## config.mk

```make
export PLATFORM = sky130hd
export DESIGN_NAME = bmp_div
export DESIGN_NICKNAME = d
export VERILOG_FILES = /design/src/bmp_pkg.sv /design/src/bmp_div.sv
export SDC_FILE = /design/constraint.sdc
export NUM_CORES = 1
export LEC_CHECK = 0
export BUFFER_PORTS_ARGS = -buffer_cell sky130_fd_sc_hd__buf_2
export CORE_UTILIZATION = 45
export DETAILED_ROUTE_END_ITERATION = 8
export PLACE_DENSITY = 0.67
export SLEW_MARGIN = 20
export SYNTH_ARGS = -nofsm -noshare
export SYNTH_HDL_FRONTEND = slang
export SYNTH_SLANG_ARGS = --single-unit
```

## constraint.sdc

```tcl
create_clock -name clk -period 3.4 [get_ports clk]
set_clock_uncertainty 0.2 [all_clocks]
set_input_delay 0 -clock clk [delete_from_list [all_inputs] [get_ports clk]]
set_output_delay 0 -clock clk [all_outputs]
set_load 0.01 [all_outputs]
```

## src/bmp_pkg.sv

```systemverilog
`timescale 1ns / 1ps
// bmp_pkg: shared types and constants of the block mean pixelation block
// field widths, register indexes, reset values and status structs
// no dependencies
package bmp_pkg;

	// payload field widths
	localparam int PIX_W      = 8;
	localparam int QUO_W      = 8;
	localparam int COORD_W    = 11;
	localparam int DIM_W      = 12;
	localparam int BS_W       = 7;

	// stream word widths
	localparam int IN_DATA_W  = 24;
	localparam int OUT_DATA_W = 48;

	// apb port
	localparam int APB_ADDR_W = 4;
	localparam int APB_DATA_W = 32;

	// register indexes (paddr[3:2])
	localparam logic [1:0] REG_IMAGE_WIDTH  = 2'd0;
	localparam logic [1:0] REG_IMAGE_HEIGHT = 2'd1;
	localparam logic [1:0] REG_BLOCK_SIZE   = 2'd2;

	// register reset values
	localparam logic [DIM_W-1:0] RST_IMAGE_WIDTH  = 12'd512;
	localparam logic [DIM_W-1:0] RST_IMAGE_HEIGHT = 12'd512;
	localparam logic [BS_W-1:0]  RST_BLOCK_SIZE   = 7'd8;

	// tallest image the block accepts
	localparam int MAX_HEIGHT = 2048;

	// geometry checker status
	typedef struct packed {
		logic ready;
		logic ok;
	} geom_stat_t;

	// divider status
	typedef struct packed {
		logic busy;
		logic done;
	} div_stat_t;

endpackage

```

## src/bmp_div.sv

```systemverilog
`timescale 1ns / 1ps
// bmp_div: three-lane restoring divider, one quotient bit per cycle
// quotient is the truncated mean sum / area, known to fit in eight bits
// depends on bmp_pkg
module bmp_div #(
	parameter int SUM_W  = 20,
	parameter int AREA_W = 13
) (
	input  logic                                 clk,
	input  logic                                 arst_n,
	input  logic                                 start,
	input  logic [AREA_W-1:0]                    area,
	input  logic [2:0][SUM_W-1:0]                sums,
	output bmp_pkg::div_stat_t                   stat,
	output logic [2:0][bmp_pkg::QUO_W-1:0]       means
);
	localparam int DW    = AREA_W + bmp_pkg::QUO_W;
	localparam int CNT_W = $clog2(bmp_pkg::QUO_W);

	logic                               busy_q;
	logic                               done_q;
	logic [CNT_W-1:0]                   cnt_q;
	logic [DW-1:0]                      dvs_q;
	logic [2:0][DW-1:0]                 rem_q;
	logic [2:0][bmp_pkg::QUO_W-1:0]     quo_q;

	always_ff @(posedge clk or negedge arst_n) begin
		if (!arst_n) begin
			busy_q <= 1'b0;
			done_q <= 1'b0;
			cnt_q  <= '0;
		end else begin
			// done pulses after the last quotient bit
			done_q <= !start && busy_q && (cnt_q == '0);
			if (start) begin
				busy_q <= 1'b1;
				cnt_q  <= CNT_W'(bmp_pkg::QUO_W - 1);
			end else if (busy_q) begin
				cnt_q <= cnt_q - 1'b1;
				if (cnt_q == '0) begin
					busy_q <= 1'b0;
				end
			end
		end
	end

	// datapath, three channels side by side
	always_ff @(posedge clk) begin
		if (start) begin
			dvs_q <= DW'({area, {(bmp_pkg::QUO_W - 1){1'b0}}});
			for (int ch = 0; ch < 3; ch++) begin
				rem_q[ch] <= DW'(sums[ch]);
				quo_q[ch] <= '0;
			end
		end else if (busy_q) begin
			dvs_q <= dvs_q >> 1;
			for (int ch = 0; ch < 3; ch++) begin
				if (rem_q[ch] >= dvs_q) begin
					rem_q[ch] <= rem_q[ch] - dvs_q;
					quo_q[ch] <= {quo_q[ch][bmp_pkg::QUO_W-2:0], 1'b1};
				end else begin
					quo_q[ch] <= {quo_q[ch][bmp_pkg::QUO_W-2:0], 1'b0};
				end
			end
		end
	end

	assign stat.busy = busy_q;
	assign stat.done = done_q;
	assign means     = quo_q;

endmodule

```

==> metrics.md <==
| Metric | Value |
|---|---|
| Status | `finished with violations` |
| Failing checks | `hold timing` |
| DP Wirelength | `16600 um` |
| First-pass DRT Iterations | `5` |
| Hold Startpoint | `start` |
| Vias per cell | `5.66` |
| YS warnings | `0` |
| Slowest stage cell on the critical path | `a221o_1` |
| Starting density of the core | `46.0%` |
| VDD IR max | `0.000429 V` |
| Final worst-path cycle share | `94.1%` |
| Total number of vias | `7059` |
| WL per Instance | `18.2 um` |
| DR DRC count | `0` |
| RSZ-0062 raised after global routing | `no` |
| Std-Cell Rows | `48` |
| Core box area | `17200 sq um` |
| Post-synthesis average cell area | `9.43 sq um` |
| N_diodes | `0` |
| Worst r2r src | `dvs_q[7]` |
| Critical path origin | `dvs_q[7]` |
| Final setup viols | `0` |
| Max Root-Sink Buffers | `2` |
| Post-synth EDFFs | `73` |
| Top-count cell post-synth | `nand2_1` |
| Synth async-reset ratio | `4.46%` |
| Tmin final | `3200 ps` |
| Flops & latches, synth | `112` |
| IO Pins | `102` |
| Max Cap Violations | `0` |
| Pin count of the biggest net entering global routing | `83` |
| WHS | `-4.48 ps` |
| Slew Viols, Final | `0` |
| Netlist cell types | `79` |
| Crit path required time | `3470 ps` |
| Top cells by count, synth | `88 x nand2_1, 73 x edfxtp_1, 62 x ha_1, 59 x nor2_1, 45 x a21oi_1` |
| Leak Pwr | `4.48 nW` |
| Final hold vios | `1` |
| Synth top area share | `27.7%` |
| CP Max Fanout | `7` |
| CTS sink count | `112` |
| Buf+Inv Stages, Crit Path | `1` |
| GPL Wtd Cong | `0.913` |
| Crit end category | `flop` |
| Setup_tns | `0 ps` |
| Kind of critical path | `reg2reg` |
| Mapped Nets | `981` |
| Post-route ant nets | `0` |
| Most common cell on crit path | `a21o_1` |
| Starting DRT DRC Count | `430` |
| Area growth, synth to finish | `24.6%` |
| GR Overflow Total | `0` |
| First-pass GRT wire length | `35700 um` |
| Fmax | `313 MHz` |
| Clock-pin slew on the worst setup and hold paths | `90 ps` |
| Power per cell area | `898 nW/um^2` |
| Post-synthesis sequential area ratio | `37.8%` |
| H-tree depth | `3` |
| DIE HEIGHT | `135 um` |
| Mapped cell area | `7930 sq um` |
| I/O Buffers | `101` |
| Die area | `18100 sq um` |
| Non-Filler Instances | `1248` |
| Die span in x | `135 um` |
| Delay-heaviest family, CP | `compound AO/OA/AOI/OAI gates` |
| Setup bufs post-CTS | `0` |
| Layout cell share with drive strength beyond 1 | `18.1%` |
| Main synth FF type | `edfxtp_1` |
| WP data arrival | `3270 ps` |
| Main area contributors after synthesis | `edfxtp_1 28%, ha_1 9.8%, dfxtp_1 8.6%, nand2_1 4.2%, o31ai_1 3.9%` |
| Routed wire length | `22800 um` |
| CTS buffer count | `9` |
| Clock latency on the worst-skew pair | `380 ps` |
| Slew @ Worst Pin | `858 ps` |
| CTS tree | `yes` |
| Crit-path max cell delay | `430 ps` |
| NumNets Final | `1159` |
| Worst hold path type | `in2reg` |
| Initial antenna violation count | `0` |
| CP Launch Type | `flop` |
| Synthesized instance count | `840` |
| DP Cell Count | `1157` |
| Worst slew margin | `42.8%` |
| Total Routing Usage GR | `25.8%` |
| CTS Root Cell | `clkbuf_16` |
| Synth area leader | `edfxtp_1` |
| Vias in the first global route | `6767` |
| Cell Chain, Critical Path | `inv_1, ha_1, a21o_1, a21o_1, a221oi_2, a21boi_2, a221o_1, a2111oi_4, mux2_4` |
## sequential cells by signal (all words and copies together), names as in the netlist
signal and flops:
rem_q 63, means 24, cnt_q 3, done_q 1, dvs_q 20, busy_q 1
## worst paths after layout
kind	endpoint	slack, ps	cells after the start
worst min-delay path	dvs_q[2]	-4	2
worst max-delay path	rem_q[41]	200	9
min in group asynchronous	cnt_q[0]	330	3
worst min register to register	means[8]	300	2
worst max register to register	rem_q[41]	200	9
max in group asynchronous	busy_q	2460	3
## through the flow
| stage | util (%) | hold WS (ps) | total power [mW] | area [sq um] | worst slack, ps |
|---|---|---|---|---|---|
| 2_1_floorplan | - | -496 | 6.15 | 7930 | 115 |
| 3_3_place_gp | 51.0 | -379 | 7.49 | 8800 | 273 |
| 3_5_place_dp | 51.0 | -379 | 7.54 | 8800 | 212 |
| 4_1_cts | 57.3 | 11.0 | 8.83 | 9870 | 185 |
| 5_1_grt | 57.3 | 33.6 | 9.50 | 9880 | 12.9 |
| 6_report | 57.3 | -4.48 | 8.87 | 9880 | 201 |
## cells by family (layout without fill, tap and decap cells)
kind of cell | after synthesis | count (layout) | share of synthesized area [%]
simple gates | 251 | 251 | 15.0
flops | 112 | 112 | 37.8
mux | 31 | 31 | 3.99
xor+xnor | 43 | 43 | 4.75
fa+ha+maj | 65 | 65 | 10.5
buf+inv | 85 | 268 | 4.59
compound gates | 253 | 253 | 23.2
## final cells by class
| cell class | instances | area [sq um] |
|---|---|---|
| Inverter | 38 | 143 |
| Multi-Input combinational cell | 643 | 4570 |
| Tap cell | 225 | 282 |
| Sequential cell | 112 | 3000 |
| Timing Repair Buffer | 214 | 1560 |
| Clock inverter | 7 | 98.8 |
| Clock buffer | 9 | 225 |
| Fill cell | 1519 | 7360 |
## power breakdown
| group | switching, mW | internal, mW |
|---|---|---|
| Clock | 0.643 | 0.555 |
| Combinational | 3.03 | 2.34 |
| Sequential | 0.218 | 2.08 |
| Total | 3.89 | 4.98 |
## metal layers
| layer | wire length (um) | track usage, % | up-vias |
|---|---|---|---|
| li1 | - | - | 3482 |
| met1 | 10600 | 34.8 | 3370 |
| met2 | 10700 | 42.6 | 179 |
| met3 | 963 | 3.83 | 28 |
| met4 | 529 | 7.99 | 0 |
| met5 | 0 | 0 | - |
## cells in the final DEF, fill, tap and decap left out, types with 23 or more instances in the layout
cell,n
buf_4,38
nand2_1,88
buf_2,100
nor2_1,59
dlygate4sd3_1,75
a21oi_1,45
dfxtp_1,34
ha_1,61
xnor2_1,24
nand3_1,23
o31ai_1,41
edfxtp_1,73
inv_1,37
a21o_1,30
o21ai_0,37
mux2i_1,29
## repair_timing
item / in CTS / in global routing
setup endpoints to repair: 0 / 18
gates resized for setup: 0 / 1
endpoints found under the hold margin: 78 / 0
hold buffers: 75 / 0
Power figures use the tool's default switching activity.
