==> src/bmp_pkg.sv <==
`timescale 1ns / 1ps
// bmp_pkg: shared types and constants of the block mean pixelation block
// field widths, register indexes, reset values and status structs
// no dependencies
package bmp_pkg;

	// payload field widths
	localparam int PIX_W      = 8;
	localparam int QUO_W      = 8;
	localparam int COORD_W    = 11;
	localparam int DIM_W      = 12;
	localparam int BS_W       = 7;

	// stream word widths
	localparam int IN_DATA_W  = 24;
	localparam int OUT_DATA_W = 48;

	// apb port
	localparam int APB_ADDR_W = 4;
	localparam int APB_DATA_W = 32;

	// register indexes (paddr[3:2])
	localparam logic [1:0] REG_IMAGE_WIDTH  = 2'd0;
	localparam logic [1:0] REG_IMAGE_HEIGHT = 2'd1;
	localparam logic [1:0] REG_BLOCK_SIZE   = 2'd2;

	// register reset values
	localparam logic [DIM_W-1:0] RST_IMAGE_WIDTH  = 12'd512;
	localparam logic [DIM_W-1:0] RST_IMAGE_HEIGHT = 12'd512;
	localparam logic [BS_W-1:0]  RST_BLOCK_SIZE   = 7'd8;

	// tallest image the block accepts
	localparam int MAX_HEIGHT = 2048;

	// geometry checker status
	typedef struct packed {
		logic ready;
		logic ok;
	} geom_stat_t;

	// divider status
	typedef struct packed {
		logic busy;
		logic done;
	} div_stat_t;

endpackage

==> src/bmp_geom.sv <==
`timescale 1ns / 1ps
// bmp_geom: checks image geometry against the block size, one bit per cycle
// computes width and height remainders by restoring steps, plus block area
// depends on bmp_pkg
module bmp_geom #(
	parameter int MAX_WIDTH = 2048,
	parameter int MAX_BLOCK = 64,
	parameter int AREA_W    = 13
) (
	input  logic                      clk,
	input  logic                      arst_n,
	input  logic                      start,
	input  logic [bmp_pkg::DIM_W-1:0] width,
	input  logic [bmp_pkg::DIM_W-1:0] height,
	input  logic [bmp_pkg::BS_W-1:0]  bsize,
	output bmp_pkg::geom_stat_t       stat,
	output logic [AREA_W-1:0]         area
);
	localparam int STEP_W = $clog2(bmp_pkg::DIM_W);
	localparam logic [STEP_W-1:0] LAST_STEP = STEP_W'(bmp_pkg::DIM_W - 1);

	logic                  busy_q;
	logic                  ok_q;
	logic [STEP_W-1:0]     step_q;
	logic [7:0]            remw_q, remh_q;
	logic [AREA_W-1:0]     area_q;

	logic [7:0]            remw_sh, remh_sh, remw_n, remh_n, bs_ext;
	logic [13:0]           sq;
	logic                  limits_ok;

	always_comb begin
		bs_ext  = {1'b0, bsize};
		remw_sh = {remw_q[6:0], width[step_q]};
		remh_sh = {remh_q[6:0], height[step_q]};
		remw_n  = (remw_sh >= bs_ext) ? remw_sh - bs_ext : remw_sh;
		remh_n  = (remh_sh >= bs_ext) ? remh_sh - bs_ext : remh_sh;
		sq      = {7'd0, bsize} * {7'd0, bsize};
		limits_ok = (bsize != '0) && (32'(bsize) <= 32'(MAX_BLOCK))
			&& (width != '0) && (32'(width) <= 32'(MAX_WIDTH))
			&& (height != '0) && (32'(height) <= 32'(bmp_pkg::MAX_HEIGHT));
	end

	always_ff @(posedge clk or negedge arst_n) begin
		if (!arst_n) begin
			busy_q <= 1'b1;
			ok_q   <= 1'b0;
			step_q <= LAST_STEP;
			remw_q <= '0;
			remh_q <= '0;
		end else if (start) begin
			busy_q <= 1'b1;
			ok_q   <= 1'b0;
			step_q <= LAST_STEP;
			remw_q <= '0;
			remh_q <= '0;
		end else if (busy_q) begin
			remw_q <= remw_n;
			remh_q <= remh_n;
			step_q <= step_q - 1'b1;
			if (step_q == '0) begin
				busy_q <= 1'b0;
				ok_q   <= limits_ok && (remw_n == '0) && (remh_n == '0);
			end
		end
	end

	// area only used once geometry is ok, so no reset needed
	always_ff @(posedge clk) begin
		area_q <= AREA_W'(sq);
	end

	assign stat.ready = !busy_q;
	assign stat.ok    = ok_q;
	assign area       = area_q;

endmodule

==> config.mk <==
export PLATFORM = sky130hd
export DESIGN_NAME = bmp_geom
export DESIGN_NICKNAME = d
export VERILOG_FILES = /design/src/bmp_pkg.sv /design/src/bmp_geom.sv
export SDC_FILE = /design/constraint.sdc
export NUM_CORES = 1
export LEC_CHECK = 0
export ABC_AREA = 1
export BUFFER_PORTS_ARGS = -buffer_cell sky130_fd_sc_hd__buf_2
export CAP_MARGIN = 20
export CORE_AREA = 5 5 74 109
export DETAILED_ROUTE_END_ITERATION = 10
export DIE_AREA = 0 0 79 114
export PLACE_DENSITY = 0.75
export SYNTH_ARGS = -nofsm -noshare
export SYNTH_HDL_FRONTEND = slang
export SYNTH_SLANG_ARGS = --single-unit
==> constraint.sdc <==
create_clock -name clk -period 4.22 [get_ports clk]
set_input_delay 0.633 -clock clk [delete_from_list [all_inputs] [get_ports clk]]
set_output_delay 0.633 -clock clk [all_outputs]
set_load 0.01 [all_outputs]
==> impl_metrics.py <==
metrics = {
    "route": {
        "drt-initial-drc-count": 142,
        "firstDrtPassIters": 4,
        "final_antenna_net_count": 0,
        "wl_um": 9370,
        "post-route-drc-count": 0,
        "vias_per_cell": 5.23,
        "vias": 3694,
        "avgRoutedWirePerCell_um": 13.3,
    },
    "placed_design": {
        "port-buffer-count": 47,
        "gp_congestion": 0.900,
        "dp_hpwl_um": 7900,
        "dp.cells": 698,
    },
    "yosys": {
        "syn-cell-area_um2": 3730,
        "yosysMostFrequentCell": "nand2_1",
        "yosys-top-cells-area": "nand2_1 (17%), ha_1 (13%), dfrtp_1 (11%)",
        "synth.distinct_cells": 37,
        "yosysTopAreaCell": "nand2_1",
        "ys_warn_count": 0,
        "synth_edf_count": 0,
        "syn_inst": 571,
        "synth.avg_cell_area_um2": 6.53,
        "synth-seq-cells": 32,
        "synth_common_cells": "nand2_1 (166), inv_1 (97), nor2_1 (60)",
        "yosys.area.top_type_share_pct": 16.7,
        "synth_ff_type": "dfrtp_1",
        "async_flop_share_pct": 62.5,
        "yosysSeqAreaShare_pct": 20.0,
        "synthesis.nets": 660,
    },
    "floorplan": {
        "die_area_um2": 9010,
        "ioPinCount": 49,
        "start_util_pct": 52.6,
        "num_rows": 38,
        "die_width_um": 79,
        "die-height_um": 114,
        "core_um2": 7080,
    },
    "critical_path": {
        "end_kind": "register",
        "worstSetupPathType": "in2reg",
        "start_kind": "input port",
        "critPathMaxFanout": 4,
        "crit_required_ns": 4.45,
        "arrival_ns": 4.21,
        "ff2ff_setup_slack_ns": 0.96,
    },
    "clocking": {
        "clock-sinks": 32,
        "postCtsSetupRepairBufs": 0,
        "cts_buffers": 5,
        "cts_tree": "yes",
        "h-tree-depth": 2,
        "cts_buffer_depth": 2,
        "clk_pin_slew_ns": 0.07,
        "cts_root_buffer": "clkbuf_8",
        "cts_resized": 0,
        "clk-insertion-delay-late_ns": 0.29,
        "cts-hold-fix-buffers": 0,
    },
    "global_routing": {
        "grtUsageTotal_pct": 21.9,
        "antenna_found_initial": 0,
        "overflow": 0,
        "grt_max_degree": 21,
        "grt_pass1_wl_um": 15900,
        "grt_pass1_vias": 3755,
    },
    "timing": {
        "worst_pin_slew_ns": 0.966,
        "timing.final.crit_share_pct": 94.4,
        "clock_skew_ns": 0.00941,
        "grt_setup_unrepaired": "no",
        "slew_violations": 0,
        "period_minus_slack_ns": 3.98,
        "whs_ns": 0.289,
        "setup-violations-final": 0,
        "fmax_mhz": 251,
        "slew_headroom_pct": 35.4,
        "hold_viol_final": 0,
    },
    "power_and_ir_drop": {
        "p_leak_uw": 0.00242,
        "powerDensity_nw_per_um2": 512,
        "ir_worst_vdd_uv": 459,
    },
    "finish": {
        "instances_no_fill": 706,
        "nNetsFinal": 714,
        "seq_area_um2": 746,
        "area_growth_pct": 12.1,
        "n_antenna_cell": 0,
        "n_fill_cell": 683,
        "multi_input_area_um2": 2510,
        "drive_above_1_share_pct": 13.9,
    },
    "job": {
        "max-cap-violations": 0,
    },
    "run_status": {
        "outcome": "finished, final reports clean",
    },
    "hold_path": {
        "holdCritPathClass": "in2async",
    },
}
[layout by cell type, fill, tap and decap left out, types with 4 or more instances in the layout]
| cell type | n |
|---|---|
| buf_4 | 15 |
| nand4_1 | 10 |
| fa_1 | 15 |
| nor2_1 | 60 |
| dfrtp_1 | 16 |
| buf_2 | 47 |
| dfstp_2 | 4 |
| nand2_1 | 166 |
| o21ai_1 | 5 |
| dfxtp_1 | 12 |
| ha_1 | 40 |
| o21ai_0 | 25 |
| nand3_1 | 40 |
| xnor2_1 | 7 |
| a21oi_1 | 16 |
| inv_1 | 97 |
| clkbuf_8 | 6 |
| xor2_1 | 13 |
[worst paths after layout]
| check | startpoint | to | depth (start not counted) |
|---|---|---|---|
| max in group asynchronous | arst_n | step_q[3]$_DFFE_PN1P_ | 1 |
| hold reg to reg | ok_q$_DFFE_PN0P_ | ok_q$_DFFE_PN0P_ | 2 |
| setup / recovery | bsize[1] | area[10]$_DFF_P_ | 17 |
| hold / removal | arst_n | remh_q[3]$_DFFE_PN0P_ | 1 |
| setup reg to reg | step_q[1]$_DFFE_PN1P_ | ok_q$_DFFE_PN0P_ | 19 |
| min in group clk | ok_q$_DFFE_PN0P_ | ok_q$_DFFE_PN0P_ | 2 |
[sequential cells by signal (all words and copies together), names as in the netlist]
| signal | flops |
|---|---|
| ok_q | 1 |
| busy_q | 1 |
| remh_q | 7 |
| area | 12 |
| step_q | 4 |
| remw_q | 7 |
[kinds of logic after synthesis]
family | after synthesis | share of synthesized area, %
AO/OA/AOI/OAI | 59 | 8.96
XOR/XNOR | 20 | 4.70
adder cells (fa/ha/maj) | 55 | 21.5
buffers and inverters | 117 | 12.6
flip-flops | 32 | 20.0
other | 1 | 0.101
AND/OR/NAND/NOR | 287 | 32.2
[worst max-delay path, cell delays in order]
cell	delay (ns)
buf_2	0.11
nand2_1	0.08
xor2_1	0.15
ha_1	0.29
inv_1	0.06
fa_1	0.52
inv_1	0.06
fa_1	0.53
inv_1	0.06
fa_1	0.53
inv_1	0.04
ha_1	0.32
nand2_1	0.08
o21ai_0	0.29
a21oi_1	0.09
o21ai_0	0.21
xor2_1	0.15
[stage by stage]
step / setup TNS, ns / power [uW] / util (%) / setup WS, ns / area, um2
after global placement: 0 / 1850 / 57.7 / 0.0282 / 4090
after detailed placement: -0.0958 / 1890 / 57.7 / -0.0680 / 4090
after global routing: 0 / 2370 / 59.0 / 0.0591 / 4180
final: 0 / 2140 / 59.0 / 0.238 / 4180
after CTS: 0 / 2150 / 59.0 / 0.228 / 4180
after floorplan: 0 / 1540 / - / 0.0444 / 3730
[report_power, final]
| group | internal (uW) | switching [uW] | leakage, uW |
|---|---|---|---|
| Sequential | 415 | 64.3 | 0.000359 |
| Clock | 133 | 117 | 0.0000455 |
| Combinational | 535 | 877 | 0.00201 |
[layer usage]
layer  wire length (um)  global-route usage, %  up-vias
met5                  0                      0        -
met1               3400                   21.1     1699
met2               5290                   44.8       83
met3                359                   3.00       22
li1                   -                      -     1890
met4                319                   9.06        0
[area by class of cell]
| class | instances | area share, % |
|---|---|---|
| Multi-Input combinational cell | 422 | 60.1 |
| Sequential cell | 32 | 17.8 |
| Tap cell | 80 | 2.39 |
| Inverter | 102 | 9.16 |
| Timing Repair Buffer | 62 | 8.32 |
| Clock buffer | 8 | 2.16 |
No activity file was read; power rests on OpenSTA's default activity.
